==> src/hdl/bsi_pkg.sv <==
// ----------------------------------------------------------------------------
// bsi_pkg: shared types and helpers of the bicubic stencil interpolator
// Fixed-point word type, constants of the Q.24 datapath, saturating helpers
// and the request/response structs of the serial arithmetic units.
// ----------------------------------------------------------------------------
package bsi_pkg;

  localparam int ARITH_W        = 64;
  localparam int FRAC           = 24;
  localparam int RATIO_INT      = 3;
  localparam int DIGIT_W        = 4;
  localparam int ROW_SUM_W      = 48;
  localparam int TAG_W          = 24;
  localparam int ROW_W          = 2;
  localparam int STENCIL_N      = 4;
  localparam int COORD_BITS_DEF = 32;
  localparam int VALUE_BITS_DEF = 32;

  typedef logic signed [ARITH_W-1:0] word_t;

  localparam word_t WORD_MAX   = {1'b0, {(ARITH_W-1){1'b1}}};
  localparam word_t WORD_MIN   = {1'b1, {(ARITH_W-1){1'b0}}};
  localparam word_t ONE_Q      = word_t'(64'd1 << FRAC);
  localparam word_t TWO_Q      = word_t'(64'd2 << FRAC);
  localparam word_t ROUND_HALF = word_t'(64'd1 << (FRAC - 1));
  localparam word_t SIX        = word_t'(64'd6);
  localparam logic [ARITH_W-1:0] QSAT_MAG =
    ARITH_W'((64'd1 << (FRAC + RATIO_INT)) - 64'd1);

  typedef struct packed {
    logic  start;
    word_t a;
    word_t b;
  } mul_req_t;

  typedef struct packed {
    logic  start;
    logic  int_mode;
    word_t num;
    word_t den;
  } div_req_t;

  typedef struct packed {
    logic  done;
    word_t value;
  } unit_rsp_t;

  function automatic word_t sat_add(word_t a, word_t b);
    word_t s;
    s = a + b;
    if (a[ARITH_W-1] == b[ARITH_W-1] && s[ARITH_W-1] != a[ARITH_W-1]) begin
      s = a[ARITH_W-1] ? WORD_MIN : WORD_MAX;
    end
    return s;
  endfunction

  function automatic word_t sat_sub(word_t a, word_t b);
    word_t d;
    d = a - b;
    if (a[ARITH_W-1] != b[ARITH_W-1] && d[ARITH_W-1] != a[ARITH_W-1]) begin
      d = a[ARITH_W-1] ? WORD_MIN : WORD_MAX;
    end
    return d;
  endfunction

  function automatic logic [ARITH_W-1:0] mag(word_t v);
    logic [ARITH_W-1:0] m;
    m = v[ARITH_W-1] ? ARITH_W'(-v) : ARITH_W'(v);
    return m;
  endfunction

  // shift right by one, round to nearest, ties up
  function automatic word_t half_round(word_t v);
    word_t s;
    s = sat_add(v, word_t'(64'd1));
    return s >>> 1;
  endfunction

endpackage

==> src/hdl/bsi_mul.sv <==
// ----------------------------------------------------------------------------
// bsi_mul: digit-serial Q.24 multiplier
// Sign-magnitude shift-add multiply, one 4-bit digit per cycle, saturation
// to 64 bits and a rounding shift right by the fraction width.
// ----------------------------------------------------------------------------
module bsi_mul (
  input  logic              clk,
  input  logic              rst_n,
  input  bsi_pkg::mul_req_t req,
  output bsi_pkg::unit_rsp_t rsp
);

  localparam int W     = bsi_pkg::ARITH_W;
  localparam int DW    = bsi_pkg::DIGIT_W;
  localparam int STEPS = W / DW;
  localparam int CNT_W = $clog2(STEPS);
  localparam int PP_W  = W + DW;

  localparam logic [1:0] ST_IDLE = 2'd0;
  localparam logic [1:0] ST_RUN  = 2'd1;
  localparam logic [1:0] ST_FIN  = 2'd2;

  logic [1:0]         st_r;
  logic [CNT_W-1:0]   cnt_r;
  logic [W-1:0]       ma_r;
  logic [W-1:0]       mb_r;
  logic               neg_r;
  logic [2*W-1:0]     prod_r;
  logic [2*W-1:0]     prod_nxt;
  logic [PP_W-1:0]    acc_sum;
  bsi_pkg::word_t     res_r;
  bsi_pkg::word_t     res_nxt;
  bsi_pkg::word_t     sp;
  logic               done_r;

  always_comb begin
    acc_sum  = PP_W'(prod_r[2*W-1:W]) + PP_W'(ma_r) * PP_W'(mb_r[DW-1:0]);
    prod_nxt = {acc_sum, prod_r[W-1:DW]};
    if (|prod_r[2*W-1:W-1]) begin
      sp = neg_r ? bsi_pkg::WORD_MIN : bsi_pkg::WORD_MAX;
    end else begin
      sp = neg_r ? -$signed(prod_r[W-1:0]) : $signed(prod_r[W-1:0]);
    end
    res_nxt = bsi_pkg::sat_add(sp, bsi_pkg::ROUND_HALF) >>> bsi_pkg::FRAC;
  end

  always_ff @(posedge clk) begin
    if (!rst_n) begin
      st_r   <= ST_IDLE;
      done_r <= 1'b0;
      cnt_r  <= '0;
    end else begin
      done_r <= (st_r == ST_FIN);
      unique case (st_r)
        ST_IDLE: begin
          if (req.start) begin
            ma_r   <= bsi_pkg::mag(req.a);
            mb_r   <= bsi_pkg::mag(req.b);
            neg_r  <= req.a[W-1] ^ req.b[W-1];
            prod_r <= '0;
            cnt_r  <= '0;
            st_r   <= ST_RUN;
          end
        end
        ST_RUN: begin
          prod_r <= prod_nxt;
          mb_r   <= mb_r >> DW;
          cnt_r  <= cnt_r + 1'b1;
          if (cnt_r == CNT_W'(STEPS - 1)) begin
            st_r <= ST_FIN;
          end
        end
        ST_FIN: begin
          res_r  <= res_nxt;
          st_r   <= ST_IDLE;
        end
        default: st_r <= ST_IDLE;
      endcase
    end
  end

  assign rsp.done  = done_r;
  assign rsp.value = res_r;

endmodule

==> config.mk <==
export PLATFORM = sky130hd
export DESIGN_NAME = bsi_mul
export DESIGN_NICKNAME = d
export VERILOG_FILES = /design/src/hdl/bsi_pkg.sv /design/src/hdl/bsi_mul.sv
export SDC_FILE = /design/constraint.sdc
export NUM_CORES = 1
export LEC_CHECK = 0
export ABC_AREA = 1
export BUFFER_PORTS_ARGS = -buffer_cell sky130_fd_sc_hd__buf_2
export CAP_MARGIN = 20
export CORE_MARGIN = 10
export CORE_UTILIZATION = 25
export CTS_CLUSTER_SIZE = 40
export DETAILED_ROUTE_END_ITERATION = 6
export PLACE_DENSITY_LB_ADDON = 0.3
export SETUP_SLACK_MARGIN = 0.5
export SLEW_MARGIN = 10
export SYNTH_ARGS = -nofsm -noshare
export SYNTH_HDL_FRONTEND = slang
export SYNTH_SLANG_ARGS = --single-unit
==> constraint.sdc <==
create_clock -name clk -period 11.3 [get_ports clk]
set_input_delay 0 -clock clk [delete_from_list [all_inputs] [get_ports clk]]
set_output_delay 0 -clock clk [all_outputs]
set_load 0.02 [all_outputs]
# Yosys cells after proc, flatten, opt, wreduce, memory -nomap -nowiden
# Cells that the tools add are included.
# classes
n_reduce_logical	9
n_mux	16
n_eq_ne	6
n_addsub	6
bitwise_logic	2
multipliers	1
# ops
cell	count
$mux W64	7
$pmux W128 S2	1
$neg A64 Y64	3
$mux W128	1
$pmux W64 S2	1
$add A64 B68 Y68	1
$mul A64 B4 Y68	1
$reduce_or A65 Y1	1
$add A64 B25 Y64 const B	1
$mux W63	1
$pmux W4 S2	1
$reduce_and A2 Y1	3
$reduce_and A3 Y1	2
$add A4 B1 Y4 const B	1
$eq A4 B4 Y1 const B	1
$mux W2	2
$mux W4	1
$ne A2 B2 Y1 const B	2
$pmux W2 S2	1
$eq A2 B1 Y1 const B	1
$eq A2 B2 Y1 const B	1
$logic_not A2 Y1	1
$reduce_bool A2 Y1	1
$logic_and A1 B1 Y1	1
3 further kinds	3
# totals
inputBits	131
elab_cells	49
ff_bits	304
output_inout_bits	65

# Logic depth before layout (Yosys ltp)
# logic_depth
ltp_word	7
ltp_mapped	25
mapped_depth_nobuf	23

# Worst setup path before layout
# No wires, ideal clock.
# synth_timing
path_type	reg2reg
start	register st_r[0]
end	register mb_r[0], enable pin
arrival_ps	8925
path_stages_with_launch	6
n_path_buf	1
setup_time_ps	748
period_less_slack_ps	9673
required_time_ps	10552
path_slack_ps	1627
path_cell_list	dfxtp_1 > inv_1 > nor2_1 > clkbuf_1 > a21oi_1 > nor2_1
# synth_between
elab_chain_len	3
elab_cells_between_ends	5
cone_classes	eq/ne: 2; reduce/logical: 3
# synth_rtl
element	line_no	text
from (decl)	bsi_mul.sv:23	logic [1:0] st_r;
from (signal assigned)	bsi_mul.sv:49	st_r <= ST_IDLE;
from (signal assigned)	bsi_mul.sv:62	st_r <= ST_RUN;
from (signal assigned)	bsi_mul.sv:70	st_r <= ST_FIN;
$eq A2 B1 Y1 / $logic_not A2 Y1 (equally long branches)	bsi_mul.sv:54	unique case (st_r)
$reduce_bool A2 Y1 (no line) / $ne A2 B2 Y1 (equally long branches)	-	
$reduce_and A3 Y1 (no line) *	-	
to (signal assigned)	bsi_mul.sv:58	mb_r <= bsi_pkg::mag(req.b);
to (signal assigned)	bsi_mul.sv:67	mb_r <= mb_r >> DW;
to (decl)	bsi_mul.sv:26	logic [W-1:0] mb_r;
# Mark *: on every way between the ends. The rest lies on a longest branch, timed or not.
# A chain may end at the register's enable or synchronous reset.

# Worst setup path after layout
# layout_timing
start	register mb_r[3]
end	register prod_r[119] (data pin)
# layout_between
elab_chain_len	3
# layout_rtl
element	line_no	text
$mul A64 B4 Y68	bsi_mul.sv:37	acc_sum = PP_W'(prod_r[2*W-1:W]) + PP_W'(ma_r) * PP_W'(mb_r[DW-1:0]);
$add A64 B68 Y68	bsi_mul.sv:37	
$pmux W128 S2	bsi_mul.sv:54	
to (signal assigned)	bsi_mul.sv:66	prod_r <= prod_nxt;
to (decl)	bsi_mul.sv:28	logic [2*W-1:0] prod_r;
# No other way between the ends.

==> results.cfg <==
[cts]
cts_root_buffer = clkbuf_16
cts.repair.resized = 0
cts_buffer_depth = 3
cts_sinks = 304
worstSkewPairLatency_ps = 640
h-tree-depth = 2
cts_tree = done
post-cts-setup-buffers = 0
cts-hold-fix-buffers = 165
cts_buffers = 46
cts.reportedPaths.clkPinSlew_ps = 60

[floorplan]
die_w_um = 365
dieArea_mm2 = 0.133
start_util = 0.252
fp-row-count = 126
fp.dieH_um = 365
ioPinCount = 196
fp.coreArea_mm2 = 0.118

[yosys]
syn_area_mm2 = 0.0298
ys_seq_elements = 304
ys_warn_count = 0
synth_top_cell_by_area = edfxtp_1
synthAdderAreaFrac = 0.159
ys_top_cells_by_count = inv_1, nand2_1, nor2_1
synth_compound_area_frac = 0.0906
yosys_most_used_dff = edfxtp_1
ys_types = 53
synth.area.top_cells = edfxtp_1, fa_1, inv_1
synth_mux_area_frac = 0
synth_edf_count = 297
synth-seq-area-share = 0.304
synth_cells = 4183
synth_top_family_by_area = simple AND/OR/NAND/NOR gates
syn-num-nets = 4581
synth_xor_area_frac = 0.0318
syn_area_per_cell_um2 = 7.12
async_flop_share = 0
yosysMostFrequentCell = inv_1
synthSimpleGateAreaFrac = 0.275
synthDominantCellAreaShare = 0.299

[grt]
antenna_found_initial = 9
grt_pass1_vias = 27300
globalRouteOverflowTotal = 0
grt_pass1_wl_um = 153000
grt_max_degree = 167
globalRouteTotalUtil = 0.143

[setup_path]
crit_required_ps = 11640
critical_path_arrival_ps = 6390
crit_path_max_fanout = 64
path_class = register to register
cp-end-kind = register
start_kind = register

[placed_design]
port_buffers = 195
place_ws_ps = 5400
place_area_mm2 = 0.0322
dp_hpwl_um = 75700
place_congestion = 0.896

[run_status]
status = complete, no violations

[sta]
final.setup.worst_slack_ps = 5250
relSlewSlack = 0.262
worst_pin_slew_ps = 1110
fmax_ghz = 0.165
rsz0062_at_grt = false
hold_viol = 0
whs_ps = 60.2
fin_crit_ps = 6050
setup_viol = 0
period_share = 0.536
finalMaxSlewViolations = 0
setup_tns_ps = 0
clock_skew_ps = 59.2

[drt]
drc = 0
firstDrtPassIters = 6
wire_per_inst_um = 15.9
vias = 27200
post_drt_via_cell_ratio = 4.48
wl_um = 96700
drtIter0Drc = 1963
ant_nets = 0

[cells_and_area]
seq_area_mm2 = 0.00906
drive_above_1_share = 0.0785
fin_area_mm2 = 0.0355
multi_input_area_mm2 = 0.0166
nFillCells = 12900
area_growth_pct = 19.1
fin_nets = 4884

[worst_hold_path]
hp-class = primary input to register

[flow_run]
max_cap_viol_count = 0

[pwr]
p_total_mw = 5.67
irDropWorstVdd_mv = 0.113
powerDensity_mw_per_mm2 = 160
p_leak_nw = 17.1
==> cells by family (layout without fill, tap and decap cells) <==
kind of cell	Yosys count	in the layout
XOR/XNOR	108	108
other	0	6
buffers and inverters	1051	1392
AND/OR/NAND/NOR	1964	1964
adder cells (fa/ha/maj)	267	267
AO/OA/AOI/OAI	489	489
flip-flops	304	304
==> sequential cells by signal, summed over array words and instances (netlist names) <==
name,cells
done_r,1
ma_r,64
prod_r,128
cnt_r,4
res_r,40
mb_r,64
neg_r,1
st_r,2
==> cell usage in the layout, fill, tap and decap left out, types with 8 or more instances in the layout <==
master         count
bufinv_16          8
a21o_1            12
nor2_4            12
nand2_1          914
nand3_2            8
or2_2             12
xnor2_1           41
nor2_1           605
xor2_1            67
a31oi_1           40
buf_2            195
nand4_1           40
ha_1              80
o21a_1            13
fa_1             187
edfxtp_1         297
nand3_1          246
nor3_1            49
buf_4             14
nor4_1            32
inv_1            923
o31ai_1            9
clkbuf_16         46
clkinv_2           9
dlygate4sd3_1    165
o21ai_0          188
nor2_2            16
a21oi_1          184
o21bai_1          16
==> routing by layer <==
layer / global-route usage / share of wire
met4: 0.0382 / 0.025
met2: 0.232 / 0.45
met1: 0.197 / 0.47
met3: 0.0208 / 0.053
met5: 0 / 0.00044
==> critical path, cell delays in order, from the launching register on <==
cell	delay, ps
edfxtp_1	320
buf_4	550
nand2_1	170
fa_1	540
fa_1	540
fa_1	530
inv_1	40
ha_1	370
nand2_1	110
nor3_1	310
nand2_1	160
nor2_1	110
nor2_1	50
nand2_1	130
nand2_1	90
o21ai_0	810
a21oi_1	230
o21ai_0	340
and2_1	180
nor2_1	40
==> final cells by class <==
class,instances,share of cell area
clock buffers,58,0.0351
flip-flops and latches,304,0.255
multi-input cells,2828,0.468
clock inverters,28,0.0107
repair buffers,375,0.0776
well taps,1536,0.0541
inverters,931,0.0985
diodes,6,0.000423
==> metrics by stage <==
step	utilization	instances
floorplan	-	4183
finish	0.300	6066
detailed placement	0.272	5809
global route	0.300	6064
global placement	0.272	5809
CTS	0.300	6060
==> worst paths after layout <==
path,from,end,slack [ps],depth (start not counted)
hold / removal,req[127],ma_r[46],60,3
hold reg to reg,cnt_r[3],cnt_r[3],460,1
setup reg to reg,mb_r[3],prod_r[119],5250,19
setup / recovery,mb_r[3],prod_r[119],5250,19
==> report_power, final <==
group / switching (mW) / internal [mW] / total [mW]
logic: 1.79 / 0.867 / 2.66
registers: 0.0635 / 1.38 / 1.44
clock network: 0.611 / 0.966 / 1.58
total: 2.47 / 3.21 / 5.67
(Power assumes the default switching activity.)
