File: src/hdl/bsi_pkg.sv
// ----------------------------------------------------------------------------
// bsi_pkg: shared types and helpers of the bicubic stencil interpolator
// Fixed-point word type, constants of the Q.24 datapath, saturating helpers
// and the request/response structs of the serial arithmetic units.
// ----------------------------------------------------------------------------
package bsi_pkg;

  localparam int ARITH_W        = 64;
  localparam int FRAC           = 24;
  localparam int RATIO_INT      = 3;
  localparam int DIGIT_W        = 4;
  localparam int ROW_SUM_W      = 48;
  localparam int TAG_W          = 24;
  localparam int ROW_W          = 2;
  localparam int STENCIL_N      = 4;
  localparam int COORD_BITS_DEF = 32;
  localparam int VALUE_BITS_DEF = 32;

  typedef logic signed [ARITH_W-1:0] word_t;

  localparam word_t WORD_MAX   = {1'b0, {(ARITH_W-1){1'b1}}};
  localparam word_t WORD_MIN   = {1'b1, {(ARITH_W-1){1'b0}}};
  localparam word_t ONE_Q      = word_t'(64'd1 << FRAC);
  localparam word_t TWO_Q      = word_t'(64'd2 << FRAC);
  localparam word_t ROUND_HALF = word_t'(64'd1 << (FRAC - 1));
  localparam word_t SIX        = word_t'(64'd6);
  localparam logic [ARITH_W-1:0] QSAT_MAG =
    ARITH_W'((64'd1 << (FRAC + RATIO_INT)) - 64'd1);

  typedef struct packed {
    logic  start;
    word_t a;
    word_t b;
  } mul_req_t;

  typedef struct packed {
    logic  start;
    logic  int_mode;
    word_t num;
    word_t den;
  } div_req_t;

  typedef struct packed {
    logic  done;
    word_t value;
  } unit_rsp_t;

  function automatic word_t sat_add(word_t a, word_t b);
    word_t s;
    s = a + b;
    if (a[ARITH_W-1] == b[ARITH_W-1] && s[ARITH_W-1] != a[ARITH_W-1]) begin
      s = a[ARITH_W-1] ? WORD_MIN : WORD_MAX;
    end
    return s;
  endfunction

  function automatic word_t sat_sub(word_t a, word_t b);
    word_t d;
    d = a - b;
    if (a[ARITH_W-1] != b[ARITH_W-1] && d[ARITH_W-1] != a[ARITH_W-1]) begin
      d = a[ARITH_W-1] ? WORD_MIN : WORD_MAX;
    end
    return d;
  endfunction

  function automatic logic [ARITH_W-1:0] mag(word_t v);
    logic [ARITH_W-1:0] m;
    m = v[ARITH_W-1] ? ARITH_W'(-v) : ARITH_W'(v);
    return m;
  endfunction

  // shift right by one, round to nearest, ties up
  function automatic word_t half_round(word_t v);
    word_t s;
    s = sat_add(v, word_t'(64'd1));
    return s >>> 1;
  endfunction

endpackage

File: src/hdl/bsi_div.sv
// ----------------------------------------------------------------------------
// bsi_div: radix-2 serial divider
// Ratio mode gives a Q.24 quotient saturated below 8 in 27 steps; integer
// mode gives a plain truncated quotient in 64 steps. Signs by magnitude.
// ----------------------------------------------------------------------------
module bsi_div (
  input  logic               clk,
  input  logic               rst_n,
  input  bsi_pkg::div_req_t  req,
  output bsi_pkg::unit_rsp_t rsp
);

  localparam int W     = bsi_pkg::ARITH_W;
  localparam int RI    = bsi_pkg::RATIO_INT;
  localparam int QBITS = bsi_pkg::FRAC + RI;
  localparam int CNT_W = $clog2(W + 1);

  localparam logic [1:0] ST_IDLE = 2'd0;
  localparam logic [1:0] ST_LOAD = 2'd1;
  localparam logic [1:0] ST_RUN  = 2'd2;
  localparam logic [1:0] ST_FIN  = 2'd3;

  logic [1:0]       st_r;
  logic [CNT_W-1:0] cnt_r;
  logic [W-1:0]     n_r;
  logic [W-1:0]     d_r;
  logic             neg_r;
  logic             int_r;
  logic [W-1:0]     rem_r;
  logic [W-1:0]     sh_r;
  logic [W-1:0]     q_r;
  logic [W:0]       trial;
  logic [W:0]       diff;
  logic             ge;
  bsi_pkg::word_t   res_r;
  logic             done_r;

  always_comb begin
    trial = {rem_r, sh_r[W-1]};
    diff  = trial - {1'b0, d_r};
    ge    = trial >= {1'b0, d_r};
  end

  always_ff @(posedge clk) begin
    if (!rst_n) begin
      st_r   <= ST_IDLE;
      done_r <= 1'b0;
      cnt_r  <= '0;
    end else begin
      done_r <= (st_r == ST_FIN);
      unique case (st_r)
        ST_IDLE: begin
          if (req.start) begin
            n_r   <= bsi_pkg::mag(req.num);
            d_r   <= bsi_pkg::mag(req.den);
            neg_r <= req.num[W-1] ^ req.den[W-1];
            int_r <= req.int_mode;
            st_r  <= ST_LOAD;
          end
        end
        ST_LOAD: begin
          if (!int_r && (n_r >> RI) >= d_r) begin
            q_r  <= bsi_pkg::QSAT_MAG;
            st_r <= ST_FIN;
          end else if (int_r) begin
            q_r   <= '0;
            rem_r <= '0;
            sh_r  <= n_r;
            cnt_r <= CNT_W'(W);
            st_r  <= ST_RUN;
          end else begin
            q_r   <= '0;
            rem_r <= n_r >> RI;
            sh_r  <= {n_r[RI-1:0], {(W-RI){1'b0}}};
            cnt_r <= CNT_W'(QBITS);
            st_r  <= ST_RUN;
          end
        end
        ST_RUN: begin
          rem_r <= ge ? diff[W-1:0] : trial[W-1:0];
          sh_r  <= sh_r << 1;
          q_r   <= {q_r[W-2:0], ge};
          cnt_r <= cnt_r - 1'b1;
          if (cnt_r == CNT_W'(1)) begin
            st_r <= ST_FIN;
          end
        end
        ST_FIN: begin
          res_r  <= neg_r ? -$signed(q_r) : $signed(q_r);
          st_r   <= ST_IDLE;
        end
        default: st_r <= ST_IDLE;
      endcase
    end
  end

  assign rsp.done  = done_r;
  assign rsp.value = res_r;

endmodule

File: config.mk
export PLATFORM = sky130hd
export DESIGN_NAME = bsi_div
export DESIGN_NICKNAME = d
export VERILOG_FILES = /design/src/hdl/bsi_pkg.sv /design/src/hdl/bsi_div.sv
export SDC_FILE = /design/constraint.sdc
export NUM_CORES = 1
export LEC_CHECK = 0
export BUFFER_PORTS_ARGS = -buffer_cell sky130_fd_sc_hd__buf_4
export CAP_MARGIN = 20
export CELL_PAD_IN_SITES_DETAIL_PLACEMENT = 2
export CELL_PAD_IN_SITES_GLOBAL_PLACEMENT = 2
export CORE_ASPECT_RATIO = 1.4
export CORE_UTILIZATION = 41
export DETAILED_ROUTE_END_ITERATION = 10
export PLACE_DENSITY_LB_ADDON = 0.05
export SLEW_MARGIN = 20
export SYNTH_ARGS = -nofsm -noshare
export SYNTH_HDL_FRONTEND = slang
export SYNTH_SLANG_ARGS = --single-unit
File: constraint.sdc
create_clock -name clk -period 10.6 [get_ports clk]
set_input_delay 0.53 -clock clk [delete_from_list [all_inputs] [get_ports clk]]
set_output_delay 0.53 -clock clk [all_outputs]
set_load 0.02 [all_outputs]
==> Word level (Yosys, flattened, before mapping) <==
Cells that the tools add are included.
{ "totals": {"ram_bits": 0, "romBits": 0, "inputBits": 132, "output_inout_bits": 65, "ff_bits": 396, "wordCells": 57, "latchBits": 0, "n_memories": 0} }
{ "op_classes": {"bitwise": 1, "n_div": 0, "muxes": 19, "magnitude_cmp": 2, "reduce_logical": 10, "eq_ne": 7, "add_sub_neg": 5, "n_mul": 0, "n_shift": 0} }
{ "ops": {"columns": ["operator", "count"], "rows": [
  ["64-bit one-hot mux with 2 select lines", 3],
  ["64-bit 2-to-1 mux", 5],
  ["64-bit negator", 3],
  ["63-bit 2-to-1 mux", 2],
  ["65-bit by 64-bit greater-or-equal comparator with 1-bit output", 1],
  ["61-bit by 64-bit greater-or-equal comparator with 1-bit output", 1],
  ["64-bit subtractor", 1],
  ["61-bit 2-to-1 mux", 1],
  ["27-bit 2-to-1 mux", 1],
  ["7-bit 2-to-1 mux", 2],
  ["7-bit one-hot mux with 2 select lines", 1],
  ["2-bit one-hot mux with 4 select lines", 1],
  ["2-bit AND reduction", 4],
  ["7-bit by 1-bit equality test with 1-bit output (second input constant)", 1],
  ["7-bit by 1-bit subtractor with 7-bit output (second input constant)", 1],
  ["2-bit != test (second input constant)", 3],
  ["3-bit AND reduction", 2],
  ["2-bit equality test (second input constant)", 2],
  ["2-bit 2-to-1 mux", 2],
  ["2-bit by 1-bit equality test with 1-bit output (second input constant)", 1],
  ["2-bit logical NOT", 1],
  ["2-bit nonzero test", 1],
  ["1-bit logical AND", 1],
  ["1-bit logical NOT", 1],
  ["2 further kinds", 2]
]} }

==> Logic depth before layout (Yosys ltp) <==
{ "depth": {"ltp_word": 4, "depth_mapped": 15, "ltp_nobuf": 13} }

==> Least setup slack after synthesis <==
OpenSTA, ideal clock, no wires.
{ "synth_timing": {"path_type": "flip-flop to flip-flop", "start": "register n_r[36]", "end": "register rem_r[0] (enable)", "n_path_buf": 1, "path_stages_with_launch": 12, "setup_ns": 0.617, "t_arrival_ns": 7.820, "synth_period_minus_slack_ns": 8.437, "required_time_ns": 9.983, "slack_ns": 2.163, "path_cell_list": "edfxtp_1 -> ha_1 -> a21o_1 -> a21o_1 -> a211oi_1 -> o21bai_1 -> a21o_1 -> or3_1 -> a21oi_1 -> a2111oi_0 -> clkbuf_1 -> nor2_1"} }
{ "synth_between": {"elab_chain_len": 4} }
{ "synth_lines": {"columns": ["item", "line", "text"], "rows": [
  ["start, declared", "bsi_div.sv:25", "logic [W-1:0] n_r;"],
  ["start signal, assigned", "bsi_div.sv:54", "n_r <= bsi_pkg::mag(req.num);"],
  ["61-bit by 64-bit greater-or-equal comparator with 1-bit output", "bsi_div.sv:62", "if (!int_r && (n_r >> RI) >= d_r) begin"],
  ["1-bit logical AND", "bsi_div.sv:62", null],
  ["2-bit != test (no source line)", null, null],
  ["3-bit AND reduction (no source line)", null, null],
  ["end signal, assigned", "bsi_div.sv:73", "rem_r <= n_r >> RI;"],
  ["end signal, assigned", "bsi_div.sv:80", "rem_r <= ge ? diff[W-1:0] : trial[W-1:0];"],
  ["end, declared", "bsi_div.sv:29", "logic [W-1:0] rem_r;"]
]} }
Every way passes these cells.
A chain may end at the register's enable or synchronous reset.

==> Worst setup path in the final report <==
{ "layout_timing": {"start": "register rem_r[57]", "end": "register rem_r[4] (data pin)"} }
{ "layout_between": {"elab_chain_len": 3} }
{ "layout_lines": {"columns": ["item", "line", "text"], "rows": [
  ["65-bit by 64-bit greater-or-equal comparator with 1-bit output", "bsi_div.sv:41", "ge = trial >= {1'b0, d_r};"],
  ["64-bit 2-to-1 mux", "bsi_div.sv:80", null],
  ["64-bit one-hot mux with 2 select lines", "bsi_div.sv:51", "unique case (st_r)"]
]} }
Every way passes these cells.

==> impl.org <==
** Run status
- Status :: finished, final reports clean

** Timing
- Final worst path period share :: 45.73%
- Headroom to the max-slew limit came out at 21.67%.
- Worst Tran Pin Value :: 1.175 ns
- After layout, the minimum clock period comes to between 4 and 5 ns.
- Final TNS setup :: 0 ns
- Maximum clock skew at final layout :: 0.02186 ns
- Highest achievable clock rate :: 206.3 MHz
- The hold violation total from the final report is 0.
- Final-report setup violation count :: 0
- RSZ-0062 raised after global routing :: no
- The number of max-slew violations in the final report came to 0.
- Worst hold slack :: roughly 0.13 ns

** Drt
- After detailed routing, the number of vias per cell comes to 5.887.
- For this run, design rule violations remaining after detail routing come to 0.
- For this run, the detailed router's first-pass iteration total came to 5.
- Dividing the detail-routed wire length by the instance count gives 24.31 um.
- Met1 wire length :: 29.87 mm
- Total met3 wirelength after detailed routing :: roughly 1.6 mm
- Signal routing reaches up to met4.
- Count of routing violations after the opening detailed-route iteration :: 746
- Via count :: 18138
- Number of antenna-violating nets in the routed design :: 0
- Detailed-routed wire length on met2 :: 40.54 mm
- For this block, the routed nets add up to approximately 75 mm of wire.

** Global routing
- Vias in the first global route :: 20212
- Wire length of the first global-routing pass :: 116.2 mm
- Entering global routing, the biggest net connects 80 pins.
- GR Util All Layers :: 25.56%
- Summed over all layers, the global routing overflow is 0.
- Initial antenna violation count :: 2

** Place
- At the end of routability-driven placement, the weighted congestion stood at around 0.85.
- The count of buffers added on input and output ports is between 150 and 200.
- Detailed placement ended at an HPWL of 56.26 mm.

** Worst setup path
- For the worst setup path, the data required time is 10.93 ns.
- STA puts the critical path data arrival time at 5.18 ns.
- Type of the setup path with the least slack :: reg2reg
- Type of element capturing the critical path :: flip-flop
- Along the worst path, the maximum fanout reaches around 80.
- Nature of the critical path startpoint :: flip-flop

** Logic synthesis
- After synthesis, the most frequently instantiated cells are 386 x sky130_fd_sc_hd__edfxtp_1, 209 x sky130_fd_sc_hd__xnor2_1, 168 x sky130_fd_sc_hd__o21ai_0.
- Among all cell types in the netlist, the one instantiated most often is sky130_fd_sc_hd__edfxtp_1.
- The average instance in the mapped netlist occupies 11.05 um^2.
- Biggest area contributors in the synthesized netlist :: sky130_fd_sc_hd__edfxtp_1 49%, sky130_fd_sc_hd__xnor2_1 7.7%, sky130_fd_sc_hd__ha_1 7.1%
- The synthesized design contains 396 register bits.
- The Yosys step of the flow raised 0 warnings.
- Area of the mapped netlist :: 23750 um^2
- Ys flop type :: sky130_fd_sc_hd__edfxtp_1
- Synthesis handed over a netlist of 2150 instances.
- Nets in the synthesized netlist :: 2417
- Post-synth cell types :: between 70 and 80
- Post-synth EDFFs :: between 300 and 400
- Proportion of synthesized chip area in sequential cells :: 49.65%
- Proportion of synthesized flip-flops having asynchronous set or reset :: 0%
- The synthesized design devotes to its leading area cell type 48.81% of total area.
- Post-synthesis cell type with the largest combined area :: sky130_fd_sc_hd__edfxtp_1

** Clock tree
- Gates resized during post-CTS repair numbered 0.
- Root Buffer :: sky130_fd_sc_hd__clkbuf_16
- CTS Hold Buffers Added :: 0
- Num Clock Sinks :: slightly below 400
- Setup fix buffers added after clock tree synthesis :: 0
- The H-tree was split into 2 levels.
- Clock transition at the register clock pins on the worst setup and hold paths after CTS :: 0.06 ns
- The later pin in the worst-skew pair is clocked with a latency of between 0.5 and 0.6 ns.
- Counting along the longest clock path gives a buffer depth of 3.
- TritonCTS built the clock tree.
- Buffers inserted during clock tree synthesis total 43.

** Final layout
- Fraction of layout instances using a drive strength above 1 :: a little over an eighth
- Relative to the synthesized area, the layout overhead comes to 15.16%.
- For this run, the post-layout net count is ~2600.

** Pwr
- Dividing total power by cell area gives a power density of 237.5 nW/um^2.
- Lkg Pwr :: 10.38 nW
- The design draws 0.006496 W.
- Worst-case vdd ir drop :: 0.1148 mV

** Floorplan
- For this configuration, the core starts out at a cell density of between 40% and 50%.
- The die is 205.4 um wide.
- After floorplanning, the core was divided into 104 placement rows.
- The floorplan step defined a die boundary enclosing 58900 um^2.
- Number of top-level pins :: roughly 200
- Core area :: 57390 um^2
- Die Y-Extent :: approximately 290 um

** Run
- The tool flagged a number of max-cap violations equal to 0.

** Hold path
- Hold Path Class :: in2reg
==> cells in the final DEF, fill, tap and decap left out, types with 32 or more instances in the layout <==
| master | n |
|---|---|
| sky130_fd_sc_hd__nand2_1 | 146 |
| sky130_fd_sc_hd__and2_1 | 49 |
| sky130_fd_sc_hd__clkbuf_16 | 45 |
| sky130_fd_sc_hd__edfxtp_1 | 386 |
| sky130_fd_sc_hd__nor2_1 | 55 |
| sky130_fd_sc_hd__or4_1 | 32 |
| sky130_fd_sc_hd__a22o_1 | 102 |
| sky130_fd_sc_hd__a21o_1 | 90 |
| sky130_fd_sc_hd__nand3_1 | 33 |
| sky130_fd_sc_hd__xnor2_1 | 209 |
| sky130_fd_sc_hd__o21ai_0 | 168 |
| sky130_fd_sc_hd__nand4_1 | 37 |
| sky130_fd_sc_hd__a21oi_1 | 92 |
| sky130_fd_sc_hd__inv_1 | 101 |
| sky130_fd_sc_hd__buf_4 | 214 |
| sky130_fd_sc_hd__o31ai_1 | 60 |
| sky130_fd_sc_hd__ha_1 | 133 |
==> layer usage <==
layer  track usage [%]  vias to the layer above
li1                  -                     8489
met1             28.94                     9222
met2             48.28                      298
met3             2.487                      129
met4             10.52                        0
met5                 0                        -
==> worst max-delay path: stages, from the launching register on <==
cell and delay [ns]:
sky130_fd_sc_hd__edfxtp_1 0.39, sky130_fd_sc_hd__ha_1 0.39, sky130_fd_sc_hd__a21o_1 0.21, sky130_fd_sc_hd__a21o_1 0.17, sky130_fd_sc_hd__a21o_1 0.19, sky130_fd_sc_hd__a21o_1 0.19
sky130_fd_sc_hd__a21o_1 0.18, sky130_fd_sc_hd__a2111oi_0 0.89, sky130_fd_sc_hd__a21boi_4 0.31, sky130_fd_sc_hd__buf_4 0.31, sky130_fd_sc_hd__buf_4 0.65, sky130_fd_sc_hd__mux2_2 0.41
sky130_fd_sc_hd__a22o_1 0.18
==> worst paths after layout <==
path / start / to / slack, ns / cells past startpoint
min: req[128] / int_r / 0.13 / 1
max reg2reg: rem_r[57] / rem_r[4] / 5.75 / 12
max: rem_r[57] / rem_r[4] / 5.75 / 12
min reg2reg: cnt_r[5] / cnt_r[5] / 0.52 / 2
==> power by group <==
| part | total (W) | internal, W | leakage [nW] | switching (W) |
|---|---|---|---|---|
| registers | 0.00251 | 0.00227 | 3.68 | 0.000244 |
| clock network | 0.00154 | 0.000896 | 0.677 | 0.000640 |
| logic | 0.00245 | 0.000910 | 6.02 | 0.00154 |
==> cell families after synthesis <==
group / share of synthesized area [%]
and+or+nand+nor: 10.94
AOI/OAI and AO/OA: 19.47
buffers and inverters: 3.367
xor gates and xnor gates: 8.851
muxes: 0.5743
adders and majority gates: 7.144
DFF: 49.65
==> metrics by stage <==
stage / worst slack, ns / cells / cell area (um^2) / util (%)
floorplan: 2.163 / 2150 / 23750 / -
finish: 5.753 / 3081 / 27350 / 47.66
global placement: 5.770 / 3000 / 25930 / 45.19
CTS: 5.783 / 3079 / 27340 / 47.64
global route: 5.506 / 3081 / 27350 / 47.66
detailed placement: 5.635 / 3000 / 25940 / 45.20
==> sequential cells by signal (all words and copies together), names as in the netlist <==
signal and count:
d_r 64, n_r 64, q_r 64, rem_r 64
res_r 64, sh_r 64, cnt_r 7, st_r 2
done_r 1, int_r 1, neg_r 1
==> layout make-up <==
class / instances / area, um^2
clock inverters: 24 / 235.2
inverters: 102 / 382.9
multi-input cells: 1546 / 11230
repair buffers: 214 / 1607
diodes: 2 / 5.005
clock buffers: 55 / 1164
flip-flops and latches: 396 / 11790
well taps: 742 / 928.4
fillers: 5964 / 30040
No activity file was read; power rests on OpenSTA's default activity.
